$ cat src/hdl/tof_pkg.sv
// ----------------------------------------------------------------------------
// tof_pkg
// Shared types and constants of the third-order altitude fusion filter.
// ----------------------------------------------------------------------------
package tof_pkg;

  // number of past estimates kept for the baro error
  localparam int DelayTaps = 3;

  // configuration port
  localparam int CfgIdxW  = 4;
  localparam int CfgDataW = 16;

  localparam logic [CfgIdxW-1:0] CFG_GAIN_ACCEL    = 4'd0;
  localparam logic [CfgIdxW-1:0] CFG_GAIN_VELOCITY = 4'd1;
  localparam logic [CfgIdxW-1:0] CFG_GAIN_POSITION = 4'd2;
  localparam logic [CfgIdxW-1:0] CFG_CALIB_SAMPLES = 4'd3;

  localparam logic [15:0] GainAccelRst    = 16'd1024;
  localparam logic [15:0] GainVelocityRst = 16'd12288;
  localparam logic [15:0] GainPositionRst = 16'd49152;
  localparam logic [9:0]  CalibSamplesRst = 10'd500;

  // shared unit widths
  localparam int MulAW = 35;
  localparam int MulBW = 25;
  localparam int ProdW = MulAW + MulBW;
  localparam int RndW  = 44;
  localparam int AddW  = 49;
  localparam int SumW  = AddW + 1;

  typedef logic signed [31:0] q16_t;
  typedef logic signed [47:0] q32_t;
  typedef logic [23:0]        dt_t;

  typedef struct packed {
    logic [15:0] gain_accel;
    logic [15:0] gain_velocity;
    logic [15:0] gain_position;
    logic [9:0]  calib_samples;
  } cfg_t;

  typedef struct packed {
    q16_t baro_altitude;
    q16_t vertical_accel;
    dt_t  step_time;
  } item_t;

  typedef struct packed {
    q16_t height_estimate;
    q16_t vertical_speed;
    logic calibrating;
  } res_t;

  // request to the shared multiply / add unit
  typedef struct packed {
    logic                    mul_en;
    logic                    shr17;
    logic signed [MulAW-1:0] mul_a;
    logic signed [MulBW-1:0] mul_b;
    logic                    sub;
    logic signed [AddW-1:0]  add_a;
    logic signed [AddW-1:0]  add_b;
  } alu_req_t;

  typedef struct packed {
    logic signed [RndW-1:0] mul_res;
    logic signed [SumW-1:0] sum;
    q32_t                   sum_sat48;
    q16_t                   sum_sat32;
  } alu_rsp_t;

endpackage

$ cat src/hdl/tof_if.sv
// ----------------------------------------------------------------------------
// tof_if
// Valid/ready channels of the altitude fusion filter.
// ----------------------------------------------------------------------------
interface tof_in_if;
  import tof_pkg::*;
  logic valid;
  logic ready;
  q16_t baro_altitude;
  q16_t vertical_accel;
  dt_t  step_time;
  modport source (output valid, baro_altitude, vertical_accel, step_time, input ready);
  modport sink   (input valid, baro_altitude, vertical_accel, step_time, output ready);
endinterface

interface tof_out_if;
  import tof_pkg::*;
  logic valid;
  logic ready;
  q16_t height_estimate;
  q16_t vertical_speed;
  logic calibrating;
  modport source (output valid, height_estimate, vertical_speed, calibrating, input ready);
  modport sink   (input valid, height_estimate, vertical_speed, calibrating, output ready);
endinterface

interface tof_cfg_if;
  import tof_pkg::*;
  logic                valid;
  logic                ready;
  logic [CfgIdxW-1:0]  index;
  logic [CfgDataW-1:0] data;
  modport source (output valid, index, data, input ready);
  modport sink   (input valid, index, data, output ready);
endinterface

$ cat src/hdl/third_order_altitude_fusion.sv
// ----------------------------------------------------------------------------
// third_order_altitude_fusion
// Baro / vertical accelerometer third-order complementary altitude filter.
// ----------------------------------------------------------------------------
// One input item gives one result. A calibration item (while the sample count
// is below calib_samples) latches the ground offset, clears the corrections and
// returns the held outputs with calibrating set. In a tracking item every product
// and sum goes in turn through a single shared multiply-round unit and a single
// saturating adder, eight multiplies and thirteen additions in a row. The input
// is ready only while the sequencer is idle; the result sits in an output
// register until taken, and the sequencer takes no new item until its result
// has been loaded into that register.
// Register writes are taken at any time and go to index 0..3 in the order
// gain_accel, gain_velocity, gain_position, calib_samples; other indexes are
// ignored.
// ----------------------------------------------------------------------------
module third_order_altitude_fusion (
  input logic      clk_i,
  input logic      rst_ni,
  tof_in_if.sink   in_i,
  tof_out_if.source out_o,
  tof_cfg_if.sink  cfg_i
);
  import tof_pkg::*;

  cfg_t  cfg_q;
  item_t item;
  res_t  res;
  res_t  res_d, res_q;
  logic  res_valid, res_take;
  logic  out_valid_d, out_valid_q;
  logic  core_ready;

  assign cfg_i.ready = 1'b1;

  always_ff @(posedge clk_i or negedge rst_ni) begin
    if (!rst_ni) begin
      cfg_q.gain_accel    <= GainAccelRst;
      cfg_q.gain_velocity <= GainVelocityRst;
      cfg_q.gain_position <= GainPositionRst;
      cfg_q.calib_samples <= CalibSamplesRst;
    end else if (cfg_i.valid) begin
      unique case (cfg_i.index)
        CFG_GAIN_ACCEL:    cfg_q.gain_accel    <= cfg_i.data;
        CFG_GAIN_VELOCITY: cfg_q.gain_velocity <= cfg_i.data;
        CFG_GAIN_POSITION: cfg_q.gain_position <= cfg_i.data;
        CFG_CALIB_SAMPLES: cfg_q.calib_samples <= cfg_i.data[9:0];
        default: ;
      endcase
    end
  end

  assign item.baro_altitude  = in_i.baro_altitude;
  assign item.vertical_accel = in_i.vertical_accel;
  assign item.step_time      = in_i.step_time;
  assign in_i.ready          = core_ready;

  tof_core u_core (
    .clk_i       (clk_i),
    .rst_ni      (rst_ni),
    .cfg_i       (cfg_q),
    .in_valid_i  (in_i.valid),
    .in_ready_o  (core_ready),
    .item_i      (item),
    .res_valid_o (res_valid),
    .res_take_i  (res_take),
    .res_o       (res)
  );

  // output register frees the core as soon as the result is loaded
  assign res_take    = res_valid && (!out_valid_q || out_o.ready);
  assign out_valid_d = res_take || (out_valid_q && !out_o.ready);
  assign res_d       = res_take ? res : res_q;

  always_ff @(posedge clk_i or negedge rst_ni) begin
    if (!rst_ni) begin
      out_valid_q <= 1'b0;
    end else begin
      out_valid_q <= out_valid_d;
    end
  end

  always_ff @(posedge clk_i) begin
    res_q <= res_d;
  end

  assign out_o.valid           = out_valid_q;
  assign out_o.height_estimate = res_q.height_estimate;
  assign out_o.vertical_speed  = res_q.vertical_speed;
  assign out_o.calibrating     = res_q.calibrating;

endmodule

$ cat src/hdl/tof_alu.sv
// ----------------------------------------------------------------------------
// tof_alu
// Shared multiply-round unit with a saturating adder beside it.
// ----------------------------------------------------------------------------
module tof_alu (
  input  logic              clk_i,
  input  tof_pkg::alu_req_t req_i,
  output tof_pkg::alu_rsp_t rsp_o
);
  import tof_pkg::*;

  localparam logic signed [ProdW-1:0] RndHalf16 = ProdW'(1) <<< 15;
  localparam logic signed [ProdW-1:0] RndHalf17 = ProdW'(1) <<< 16;

  logic signed [ProdW-1:0] prod_d, prod_q;
  logic                    shr17_q;
  logic signed [SumW-1:0]  b_eff;

  // rounding constant folded into the multiply, so the shift is only wiring
  assign prod_d = req_i.mul_a * req_i.mul_b + (req_i.shr17 ? RndHalf17 : RndHalf16);

  always_ff @(posedge clk_i) begin
    if (req_i.mul_en) begin
      prod_q  <= prod_d;
      shr17_q <= req_i.shr17;
    end
  end

  always_comb begin
    rsp_o.mul_res = shr17_q ? {prod_q[ProdW-1], prod_q[ProdW-1:17]} : prod_q[ProdW-1:16];
    b_eff         = req_i.sub ? -SumW'(req_i.add_b) : SumW'(req_i.add_b);
    rsp_o.sum     = SumW'(req_i.add_a) + b_eff;

    if ((&rsp_o.sum[SumW-1:47]) || !(|rsp_o.sum[SumW-1:47])) begin
      rsp_o.sum_sat48 = rsp_o.sum[47:0];
    end else begin
      rsp_o.sum_sat48 = rsp_o.sum[SumW-1] ? {1'b1, 47'd0} : {1'b0, {47{1'b1}}};
    end

    if ((&rsp_o.sum[SumW-1:31]) || !(|rsp_o.sum[SumW-1:31])) begin
      rsp_o.sum_sat32 = rsp_o.sum[31:0];
    end else begin
      rsp_o.sum_sat32 = rsp_o.sum[SumW-1] ? {1'b1, 31'd0} : {1'b0, {31{1'b1}}};
    end
  end

endmodule

$ cat src/hdl/tof_core.sv
// ----------------------------------------------------------------------------
// tof_core
// Sequencer and filter state; drives the shared unit one operation a cycle while it works on an item.
// ----------------------------------------------------------------------------
module tof_core (
  input  logic           clk_i,
  input  logic           rst_ni,
  input  tof_pkg::cfg_t  cfg_i,
  input  logic           in_valid_i,
  output logic           in_ready_o,
  input  tof_pkg::item_t item_i,
  output logic           res_valid_o,
  input  logic           res_take_i,
  output tof_pkg::res_t  res_o
);
  import tof_pkg::*;

  localparam int OpW = 34;

  localparam logic [4:0] S_IDLE  = 5'd0;
  localparam logic [4:0] S_HOFF  = 5'd1;
  localparam logic [4:0] S_ERR   = 5'd2;
  localparam logic [4:0] S_CMUL1 = 5'd3;
  localparam logic [4:0] S_CMUL2 = 5'd4;
  localparam logic [4:0] S_CACC  = 5'd5;
  localparam logic [4:0] S_ACCEL = 5'd6;
  localparam logic [4:0] S_ASUM  = 5'd7;
  localparam logic [4:0] S_DVMUL = 5'd8;
  localparam logic [4:0] S_DVSAT = 5'd9;
  localparam logic [4:0] S_HSUM  = 5'd10;
  localparam logic [4:0] S_HMUL  = 5'd11;
  localparam logic [4:0] S_HACC  = 5'd12;
  localparam logic [4:0] S_HOUT  = 5'd13;
  localparam logic [4:0] S_SACC  = 5'd14;
  localparam logic [4:0] S_SOUT  = 5'd15;
  localparam logic [4:0] S_DONE  = 5'd16;

  // correction slots
  localparam logic [1:0] CORR_ACCEL = 2'd0;
  localparam logic [1:0] CORR_SPEED = 2'd1;
  localparam logic [1:0] CORR_POS   = 2'd2;

  logic [4:0]           state_d, state_q;
  logic [1:0]           idx_d, idx_q;
  item_t                item_d, item_q;
  q16_t                 go_d, go_q;
  logic [9:0]           cnt_d, cnt_q;
  q32_t                 corr_d [3];
  q32_t                 corr_q [3];
  q16_t                 prev_d, prev_q, cur_d, cur_q;
  q32_t                 raw_h_d, raw_h_q, raw_s_d, raw_s_q;
  q16_t                 h_out_d, h_out_q, s_out_d, s_out_q;
  q16_t                 hist_d [DelayTaps];
  q16_t                 hist_q [DelayTaps];
  logic signed [OpW-1:0] op_d, op_q;
  q16_t                 dv_d, dv_q;
  logic                 cal_d, cal_q;
  logic [15:0]          gain_sel;
  alu_req_t             req;
  alu_rsp_t             rsp;

  tof_alu u_alu (
    .clk_i (clk_i),
    .req_i (req),
    .rsp_o (rsp)
  );

  always_comb begin
    unique case (idx_q)
      CORR_ACCEL: gain_sel = cfg_i.gain_accel;
      CORR_SPEED: gain_sel = cfg_i.gain_velocity;
      CORR_POS:   gain_sel = cfg_i.gain_position;
      default:    gain_sel = '0;
    endcase
  end

  always_comb begin
    state_d = state_q;
    idx_d   = idx_q;
    item_d  = item_q;
    go_d    = go_q;
    cnt_d   = cnt_q;
    corr_d  = corr_q;
    prev_d  = prev_q;
    cur_d   = cur_q;
    raw_h_d = raw_h_q;
    raw_s_d = raw_s_q;
    h_out_d = h_out_q;
    s_out_d = s_out_q;
    hist_d  = hist_q;
    op_d    = op_q;
    dv_d    = dv_q;
    cal_d   = cal_q;
    req     = '0;

    unique case (state_q)
      S_IDLE: begin
        if (in_valid_i) begin
          item_d = item_i;
          if (cnt_q < cfg_i.calib_samples) begin
            // ground capture: latch offset, clear corrections, outputs held
            corr_d  = '{default: '0};
            go_d    = item_i.baro_altitude;
            cnt_d   = cnt_q + 10'd1;
            cal_d   = 1'b1;
            state_d = S_DONE;
          end else begin
            cal_d   = 1'b0;
            idx_d   = CORR_ACCEL;
            state_d = S_HOFF;
          end
        end
      end
      S_HOFF: begin
        req.add_a = AddW'(item_q.baro_altitude);
        req.add_b = AddW'(go_q);
        req.sub   = 1'b1;
        op_d      = OpW'(rsp.sum_sat32);
        state_d   = S_ERR;
      end
      S_ERR: begin
        req.add_a = AddW'(op_q);
        req.add_b = AddW'(hist_q[DelayTaps-1]);
        req.sub   = 1'b1;
        op_d      = rsp.sum[OpW-1:0];
        state_d   = S_CMUL1;
      end
      S_CMUL1: begin
        req.mul_en = 1'b1;
        req.mul_a  = MulAW'(op_q);
        req.mul_b  = MulBW'(gain_sel);
        state_d    = S_CMUL2;
      end
      S_CMUL2: begin
        req.mul_en = 1'b1;
        req.mul_a  = rsp.mul_res[MulAW-1:0];
        req.mul_b  = MulBW'(item_q.step_time);
        state_d    = S_CACC;
      end
      S_CACC: begin
        req.add_a     = AddW'(corr_q[idx_q]);
        req.add_b     = AddW'(rsp.mul_res);
        corr_d[idx_q] = rsp.sum_sat48;
        idx_d         = idx_q + 2'd1;
        state_d       = (idx_q == CORR_POS) ? S_ACCEL : S_CMUL1;
      end
      S_ACCEL: begin
        req.add_a = AddW'(item_q.vertical_accel);
        req.add_b = AddW'(corr_q[CORR_ACCEL]);
        prev_d    = cur_q;
        cur_d     = rsp.sum_sat32;
        state_d   = S_ASUM;
      end
      S_ASUM: begin
        req.add_a = AddW'(prev_q);
        req.add_b = AddW'(cur_q);
        op_d      = rsp.sum[OpW-1:0];
        state_d   = S_DVMUL;
      end
      S_DVMUL: begin
        req.mul_en = 1'b1;
        req.shr17  = 1'b1;
        req.mul_a  = MulAW'(op_q);
        req.mul_b  = MulBW'(item_q.step_time);
        state_d    = S_DVSAT;
      end
      S_DVSAT: begin
        req.add_a = AddW'(rsp.mul_res);
        dv_d      = rsp.sum_sat32;
        state_d   = S_HSUM;
      end
      S_HSUM: begin
        // height step uses the speed output of the previous item
        req.add_a = AddW'(s_out_q) <<< 1;
        req.add_b = AddW'(dv_q);
        op_d      = rsp.sum[OpW-1:0];
        state_d   = S_HMUL;
      end
      S_HMUL: begin
        req.mul_en = 1'b1;
        req.shr17  = 1'b1;
        req.mul_a  = MulAW'(op_q);
        req.mul_b  = MulBW'(item_q.step_time);
        state_d    = S_HACC;
      end
      S_HACC: begin
        req.add_a = AddW'(raw_h_q);
        req.add_b = AddW'(rsp.mul_res);
        raw_h_d   = rsp.sum_sat48;
        state_d   = S_HOUT;
      end
      S_HOUT: begin
        req.add_a = AddW'(raw_h_q);
        req.add_b = AddW'(corr_q[CORR_POS]);
        h_out_d   = rsp.sum_sat32;
        for (int i = DelayTaps - 1; i > 0; i--) begin
          hist_d[i] = hist_q[i-1];
        end
        hist_d[0] = rsp.sum_sat32;
        state_d   = S_SACC;
      end
      S_SACC: begin
        req.add_a = AddW'(raw_s_q);
        req.add_b = AddW'(dv_q);
        raw_s_d   = rsp.sum_sat48;
        state_d   = S_SOUT;
      end
      S_SOUT: begin
        req.add_a = AddW'(raw_s_q);
        req.add_b = AddW'(corr_q[CORR_SPEED]);
        s_out_d   = rsp.sum_sat32;
        state_d   = S_DONE;
      end
      S_DONE: begin
        if (res_take_i) begin
          state_d = S_IDLE;
        end
      end
      default: begin
        state_d = S_IDLE;
      end
    endcase
  end

  always_ff @(posedge clk_i or negedge rst_ni) begin
    if (!rst_ni) begin
      state_q <= S_IDLE;
      idx_q   <= CORR_ACCEL;
      go_q    <= '0;
      cnt_q   <= '0;
      corr_q  <= '{default: '0};
      prev_q  <= '0;
      cur_q   <= '0;
      raw_h_q <= '0;
      raw_s_q <= '0;
      h_out_q <= '0;
      s_out_q <= '0;
      hist_q  <= '{default: '0};
      cal_q   <= 1'b0;
    end else begin
      state_q <= state_d;
      idx_q   <= idx_d;
      go_q    <= go_d;
      cnt_q   <= cnt_d;
      corr_q  <= corr_d;
      prev_q  <= prev_d;
      cur_q   <= cur_d;
      raw_h_q <= raw_h_d;
      raw_s_q <= raw_s_d;
      h_out_q <= h_out_d;
      s_out_q <= s_out_d;
      hist_q  <= hist_d;
      cal_q   <= cal_d;
    end
  end

  // working registers
  always_ff @(posedge clk_i) begin
    item_q <= item_d;
    op_q   <= op_d;
    dv_q   <= dv_d;
  end

  assign in_ready_o            = (state_q == S_IDLE);
  assign res_valid_o           = (state_q == S_DONE);
  assign res_o.height_estimate = h_out_q;
  assign res_o.vertical_speed  = s_out_q;
  assign res_o.calibrating     = cal_q;

endmodule

$ cat src/flat_wrapper.sv
// flat-port wrapper written by rule: the top's interface ports become plain ports
module third_order_altitude_fusion_flat import tof_pkg::*;
  (clk_i, rst_ni, in_i_valid, in_i_baro_altitude, in_i_vertical_accel, in_i_step_time, in_i_ready, out_o_valid, out_o_height_estimate, out_o_vertical_speed, out_o_calibrating, out_o_ready, cfg_i_valid, cfg_i_index, cfg_i_data, cfg_i_ready);
  tof_in_if in_i_i ();
  tof_out_if out_o_i ();
  tof_cfg_if cfg_i_i ();
  input logic clk_i;
  input logic rst_ni;
  input wire logic [$bits(in_i_i.valid)-1:0] in_i_valid;
  input wire logic [$bits(in_i_i.baro_altitude)-1:0] in_i_baro_altitude;
  input wire logic [$bits(in_i_i.vertical_accel)-1:0] in_i_vertical_accel;
  input wire logic [$bits(in_i_i.step_time)-1:0] in_i_step_time;
  output wire logic [$bits(in_i_i.ready)-1:0] in_i_ready;
  output wire logic [$bits(out_o_i.valid)-1:0] out_o_valid;
  output wire logic [$bits(out_o_i.height_estimate)-1:0] out_o_height_estimate;
  output wire logic [$bits(out_o_i.vertical_speed)-1:0] out_o_vertical_speed;
  output wire logic [$bits(out_o_i.calibrating)-1:0] out_o_calibrating;
  input wire logic [$bits(out_o_i.ready)-1:0] out_o_ready;
  input wire logic [$bits(cfg_i_i.valid)-1:0] cfg_i_valid;
  input wire logic [$bits(cfg_i_i.index)-1:0] cfg_i_index;
  input wire logic [$bits(cfg_i_i.data)-1:0] cfg_i_data;
  output wire logic [$bits(cfg_i_i.ready)-1:0] cfg_i_ready;
  assign in_i_i.valid = in_i_valid;
  assign in_i_i.baro_altitude = in_i_baro_altitude;
  assign in_i_i.vertical_accel = in_i_vertical_accel;
  assign in_i_i.step_time = in_i_step_time;
  assign in_i_ready = in_i_i.ready;
  assign out_o_valid = out_o_i.valid;
  assign out_o_height_estimate = out_o_i.height_estimate;
  assign out_o_vertical_speed = out_o_i.vertical_speed;
  assign out_o_calibrating = out_o_i.calibrating;
  assign out_o_i.ready = out_o_ready;
  assign cfg_i_i.valid = cfg_i_valid;
  assign cfg_i_i.index = cfg_i_index;
  assign cfg_i_i.data = cfg_i_data;
  assign cfg_i_ready = cfg_i_i.ready;
  third_order_altitude_fusion u_core (.clk_i(clk_i), .rst_ni(rst_ni), .in_i(in_i_i), .out_o(out_o_i), .cfg_i(cfg_i_i));
endmodule
$ cat config.mk
export PLATFORM = sky130hd
export DESIGN_NAME = third_order_altitude_fusion_flat
export DESIGN_NICKNAME = d
export VERILOG_FILES = /design/src/hdl/tof_pkg.sv /design/src/hdl/tof_if.sv /design/src/hdl/third_order_altitude_fusion.sv /design/src/hdl/tof_alu.sv /design/src/hdl/tof_core.sv /design/src/flat_wrapper.sv
export SDC_FILE = /design/constraint.sdc
export NUM_CORES = 2
export LEC_CHECK = 0
export BUFFER_PORTS_ARGS = -buffer_cell sky130_fd_sc_hd__clkbuf_2
export CAP_MARGIN = 20
export CORE_ASPECT_RATIO = 0.8
export CORE_UTILIZATION = 50
export CTS_CLUSTER_SIZE = 20
export DETAILED_ROUTE_END_ITERATION = 16
export MAX_ROUTING_LAYER = met4
export PLACE_DENSITY = 0.78
export SYNTH_ARGS = -nofsm -noshare
export SYNTH_HDL_FRONTEND = slang
export SYNTH_SLANG_ARGS = --single-unit
$ cat constraint.sdc
create_clock -name clk_i -period 25.7 [get_ports clk_i]
set_input_delay 6.425 -clock clk_i [delete_from_list [all_inputs] [get_ports clk_i]]
set_output_delay 6.425 -clock clk_i [all_outputs]
set_load 0.1 [all_outputs]
Yosys cells after proc, flatten, opt, wreduce, memory -nomap -nowiden
Index checks and enable logic that the tools add are counted.

$add $sub $neg: 5. $mul: 1. $lt $le $gt $ge: 3. Eq/ne operators: 25. Multiplexer cells: 33. Bitwise operators: 1. Reductions and logical operators: 37.

Operators by type and width (number): 49-bit one-hot mux with 9 select lines (1); 49-bit one-hot mux with 8 select lines (1); 144-bit 2-to-1 mux (2); 144-bit one-hot mux with 2 select lines (1); 48-bit 2-to-1 mux (5); 60-bit one-hot mux with 3 select lines (1); 144-bit bitwise mux (1); 48-bit binary-select mux with 2-bit select (1); 48-bit demux with 2-bit select (1); 5-bit one-hot mux with 17 select lines (1); 34-bit one-hot mux with 2 select lines (1); 32-bit 2-to-1 mux (2); 60-bit adder (1); 35-bit by 25-bit multiplier with 60-bit output (1); 49-bit by 50-bit adder with 50-bit output (1); 50-bit 2-to-1 mux (1); 49-bit negator with 50-bit output (1); 16-bit one-hot mux with 3 select lines (1); 43-bit 2-to-1 mux (1); 5-bit by 4-bit equality test with 1-bit output, second input constant (8); 5-bit by 3-bit equality test with 1-bit output, second input constant (4); 19-bit AND reduction (1); 19-bit OR reduction (1); 17-bit 2-to-1 mux (1); 32 further kinds (65).

Flip-flop bits (word level): 821. Input bits: 113. Logic and storage cells: 136.

Longest topological paths before layout
Word-level depth: 12. Mapped depth: 38. Gate-level depth less buffers: 32.

By module
A second synthesis with hierarchy kept.

Cell total of the unflattened synthesis: 6924. Area, all modules: 72147.9 um2.

By module, submodules not included: tof_alu (times used 1, cells each 4074, area an instance 36776.5 um2); tof_core (times used 1, cells each 2653, area an instance 31086.1 um2); third_order_altitude_fusion (times used 1, cells each 197, area an instance 4285.4 um2).

Worst setup path before layout
Ideal clock, no wire load.

Kind: input -> register. Start point: input port in_i_valid. End point: register u_core.u_core.corr_q[0] in the netlist's numbering. Library setup time: 0.129 ns. Arrival: 10.015 ns. Setup slack: 15.556 ns. Stages: 6. Path buffers: 2. Path through: and3_1 -> o211ai_1 -> and2_1 -> buf_1 -> clkbuf_1 -> o2bb2ai_1.

Longest elaborated chain between the ends: 2.

Ends and longest elaborated chain: start: declaration (line flat_wrapper.sv:9) `input wire logic [$bits(in_i_i.valid)-1:0] in_i_valid;`; 2-bit != test (no line); 3-bit AND reduction (no line); end signal: assignment (line tof_core.sv:245) `corr_q <= corr_d;`; end: declaration (line tof_core.sv:49) `q32_t corr_q [3];`.

Every way passes these cells. A chain may end at the register's enable or synchronous reset.

Final worst setup path
Start point: register u_core.u_core.idx_q[1]. End point: register u_core.u_core.u_alu.prod_q[52] (data pin).

Longest elaborated chain between the ends: 5. Elaborated cells on any way between the ends: 7.

Ends and longest elaborated chain: start: declaration (line tof_core.sv:44) `logic [1:0] idx_d, idx_q;`; start signal: assignment (line tof_core.sv:242) `idx_q <= idx_d;`; 2-bit equality test, or another cell as far along (line tof_core.sv:69) `unique case (idx_q)`; 16-bit one-hot mux with 3 select lines * (line tof_core.sv:69); 60-bit one-hot mux with 3 select lines * (line tof_core.sv:96) `unique case (state_q)`; 35-bit by 25-bit multiplier with 60-bit output * (line tof_alu.sv:20) `assign prod_d = req_i.mul_a * req_i.mul_b + (req_i.shr17 ? RndHalf17 : RndHalf16);`; 60-bit adder * (line tof_alu.sv:20); via u_core.u_core.u_alu.prod_d[52] (line tof_alu.sv:15) `logic signed [ProdW-1:0] prod_d, prod_q;`; end signal: assignment (line tof_alu.sv:24) `prod_q <= prod_d;`; end: declaration (line tof_alu.sv:15).

The timed path passes the listed nets; every way through them passes the cells marked *.

==> flow_summary.yaml <==
global_route:
  grt_max_degree: 160
  first_global_vias: 58900
  grt_pass1_wl_um: 376000
  grtUsageTotal_pct: 37.2
  grt_overflow_total: 0
  antenna_found_initial: 7
worst_setup_path:
  r2r-end: "u_core.u_core.u_alu.prod_q[52]"
  crit_path_frequent_cell: "fa_1"
  max_stage_delay_ns: 0.83
  startpoint_type: "register"
  regToRegSetupSlack_ns: 14.14
  path_buf_inv: 6
  worst_ep_arrival_time_ns: 12.00
  reg2reg_from: "u_core.u_core.idx_q[1]"
  crit_required_ns: 26.14
  cp-end-kind: "register"
  cpLargestDelayFamily: "adder cells"
  path_max_fanout: 29
  critPathKind: "register to register"
  critPathSlowestCell: "dfrtp_4"
  rr_worst_depth: 30
floorplanning:
  dieArea_um2: 140000
  pin_count: 181
  die_w_um: 418
  die_h_um: 335
  initial_core_util_pct: 50.6
  rows: 121
  core_region_area_um2: 137000
timing:
  period_needed_ns: 11.56
  finalMaxSlewViolations: 0
  whs_ns: 0.453
  period_share_pct: 45.0
  rsz0062_at_grt: "no"
  hold_violations: 0
  setup_violations: 0
  tightest_slew_ns: 1.35
  totalNegativeSetupSlack_ns: 0
  slew_headroom_pct: 9.32
  clock.fmax_mhz: 86.5
  finClkSkew_ns: 0.0407
drt:
  viasPerCell: 6.37
  vias: 58700
  post-route-drc-count: 0
  antenna_left: 0
  drt-total-wl_um: 253000
  detail_route.wl_per_cell_um: 27.4
  drtIter0Drc: 8636
  first_pass_iters: 8
finish:
  finalInstanceArea_um2: 75000
  drive_gt1_share_pct: 9.12
  seqCellArea_um2: 21500
  syn2layout_area_growth_pct: 8.33
  fillers: 11800
  multi_input_area_um2: 42300
  fin_cells: 9220
  final_nets: 8519
synthesis:
  netlist_area_um2: 69200
  synth_edf_count: 264
  ys_async_sr_fraction_pct: 67.2
  ys_seq_elements: 805
  postSynthNetCount: 8545
  yosys-top-cells-area: "fa_1 25%, dfrtp_1 19%, edfxtp_1 11%"
  synth.distinct_cells: 91
  synth_top_area_cell: "fa_1"
  netlist_instances: 7322
  synthFlopType: "dfrtp_1"
  yosysWarningCount: 0
  yosysSeqAreaShare_pct: 31.0
  synth_top_area_share_pct: 24.7
  syn_area_per_cell_um2: 9.45
placement:
  port_buffers: 179
  place_area_um2: 72100
  dpl.hpwl_um: 180000
  gp_congestion: 1.05
  dp_cells: 9052
clocking:
  cts.repair.resized: 0
  cts_num_sinks: 805
  cts-root-buf: "clkbuf_16"
  htree_levels: 3
  cts_tree: "done"
  clk_latency_ns: 0.72
  numCtsBuffers: 83
  cts_setup_buffers: 0
  cts_buffer_depth: 3
  clkTransAtPathRegs_ns: 0.06
  cts_hold_buf: 0
flow_run:
  drv_cap: 0
hold_path:
  hold_class: "register to register"
  hold_depth: 0
  min-delay-start: "u_core.u_core.cal_q"
  worstHoldEndpoint: "u_core.out_o.calibrating"
run_status:
  status: "complete, no violations"
## cell usage after synthesis, drive strengths merged (11+ instances only)
| master | number |
|---|---|
| a211oi | 47 |
| a21o | 49 |
| a21oi | 449 |
| a221oi | 109 |
| a222oi | 21 |
| a22o | 78 |
| a22oi | 57 |
| a31oi | 22 |
| a32oi | 12 |
| and2 | 37 |
| and3 | 34 |
| buf | 89 |
| clkbuf | 361 |
| dfrtp | 530 |
| dfstp | 11 |
| edfxtp | 264 |
| fa | 854 |
| ha | 256 |
| inv | 1056 |
| mux2 | 95 |
| mux2i | 122 |
| nand2 | 1013 |
| nand2b | 33 |
| nand3 | 136 |
| nand4 | 66 |
| nor2 | 738 |
| nor2b | 21 |
| nor3 | 46 |
| nor4 | 16 |
| o2111ai | 15 |
| o211ai | 24 |
| o21a | 55 |
| o21ai | 253 |
| o221ai | 12 |
| o22ai | 16 |
| o2bb2ai | 36 |
| xnor2 | 85 |
| xor2 | 61 |
## logic make-up after synthesis
| kind of cell | Yosys count | synth area share [%] |
|---|---|---|
| AND/OR/NAND/NOR | 2196 | 13.4 |
| XOR/XNOR | 146 | 1.89 |
| other | 1 | 0.00542 |
| AO/OA/AOI/OAI | 1341 | 12.8 |
| multiplexers | 217 | 3.31 |
| buffers and inverters | 1506 | 8.31 |
| flip-flops | 805 | 31.0 |
| adder cells (fa/ha/maj) | 1110 | 29.3 |
## final cells by class
type | instances | area share (%)
diodes | 9 | 0.0300
flip-flops and latches | 805 | 28.7
multi-input cells | 5011 | 56.4
inverters | 1056 | 5.29
well taps | 1845 | 3.08
clock buffers | 118 | 3.21
clock inverters | 37 | 0.479
repair buffers | 339 | 2.91
## sequential cells by signal, summed over array words and instances (netlist names), 2 cells and up
register                      flops
u_core.u_core.hist_q             96
u_core.u_core.raw_h_q            48
u_core.u_core.s_out_q            32
u_core.cfg_q                     58
u_core.out_o.vertical_speed      32
u_core.u_core.raw_s_q            48
u_core.out_o.height_estimate     32
u_core.u_core.dv_q               32
u_core.u_core.u_alu.prod_q       44
u_core.u_core.item_q             88
u_core.u_core.prev_q             32
u_core.u_core.go_q               32
u_core.u_core.cnt_q              10
u_core.u_core.corr_q            144
u_core.u_core.cur_q              32
u_core.u_core.state_q             5
u_core.u_core.op_q               34
u_core.u_core.idx_q               2
## layer usage
layer  track usage (%)  vias to the layer above  routed length [um]
li1                  -                    23900                   -
met1              48.5                    29200               95400
met2              50.2                     4619              102000
met3              14.4                      979               38700
met4              17.9                        0               15900
met5                 -                        -                   0
## how the worst max path moves through the flow
stage / startpoint / endpoint / slack [ns] / cells past startpoint
after floorplan: in_i_valid / u_core.u_core.corr_q[0] / 15.56 / 6
after global placement: u_core.u_core.idx_q[1] / u_core.u_core.u_alu.prod_q[52] / 14.73 / 30
after detailed placement: u_core.u_core.idx_q[1] / u_core.u_core.u_alu.prod_q[52] / 14.70 / 30
after CTS: u_core.u_core.idx_q[1] / u_core.u_core.u_alu.prod_q[52] / 14.66 / 30
after global routing: u_core.u_core.idx_q[1] / u_core.u_core.u_alu.prod_q[52] / 13.84 / 30
final: u_core.u_core.idx_q[1] / u_core.u_core.u_alu.prod_q[52] / 14.14 / 30
## metrics by stage
step | setup WS (ns) | util, %
after floorplan | 15.56 | -
after global placement | 14.73 | 52.7
after detailed placement | 14.70 | 52.8
after CTS | 14.66 | 54.8
after global routing | 13.84 | 54.9
final | 14.14 | 54.9
## layout by cell type, fill, tap and decap left out, types with 33 or more instances in the layout
master | netlist | final
nor2_1 | 738 | 725
and3_1 | 34 | 33
dfrtp_1 | 530 | 527
a22oi_1 | 57 | 57
buf_4 | 6 | 150
o2bb2ai_1 | 36 | 36
clkbuf_2 | 0 | 178
mux2i_1 | 122 | 121
ha_1 | 256 | 256
edfxtp_1 | 264 | 264
o21a_1 | 55 | 51
nor3_1 | 45 | 41
a21oi_1 | 447 | 441
a221oi_1 | 104 | 104
o21ai_1 | 36 | 33
nand4_1 | 66 | 66
a21o_1 | 49 | 49
o21ai_0 | 217 | 209
mux2_2 | 95 | 95
a22o_1 | 78 | 78
clkbuf_16 | 0 | 88
nand3_1 | 136 | 135
inv_1 | 1055 | 1055
fa_1 | 854 | 854
xor2_1 | 60 | 60
a211oi_1 | 47 | 47
nand2_1 | 1013 | 1011
nand2b_1 | 33 | 33
xnor2_1 | 84 | 84
Power is not shown: default switching activity piles up to over one toggle a cycle in this logic, so the estimate is an artifact.
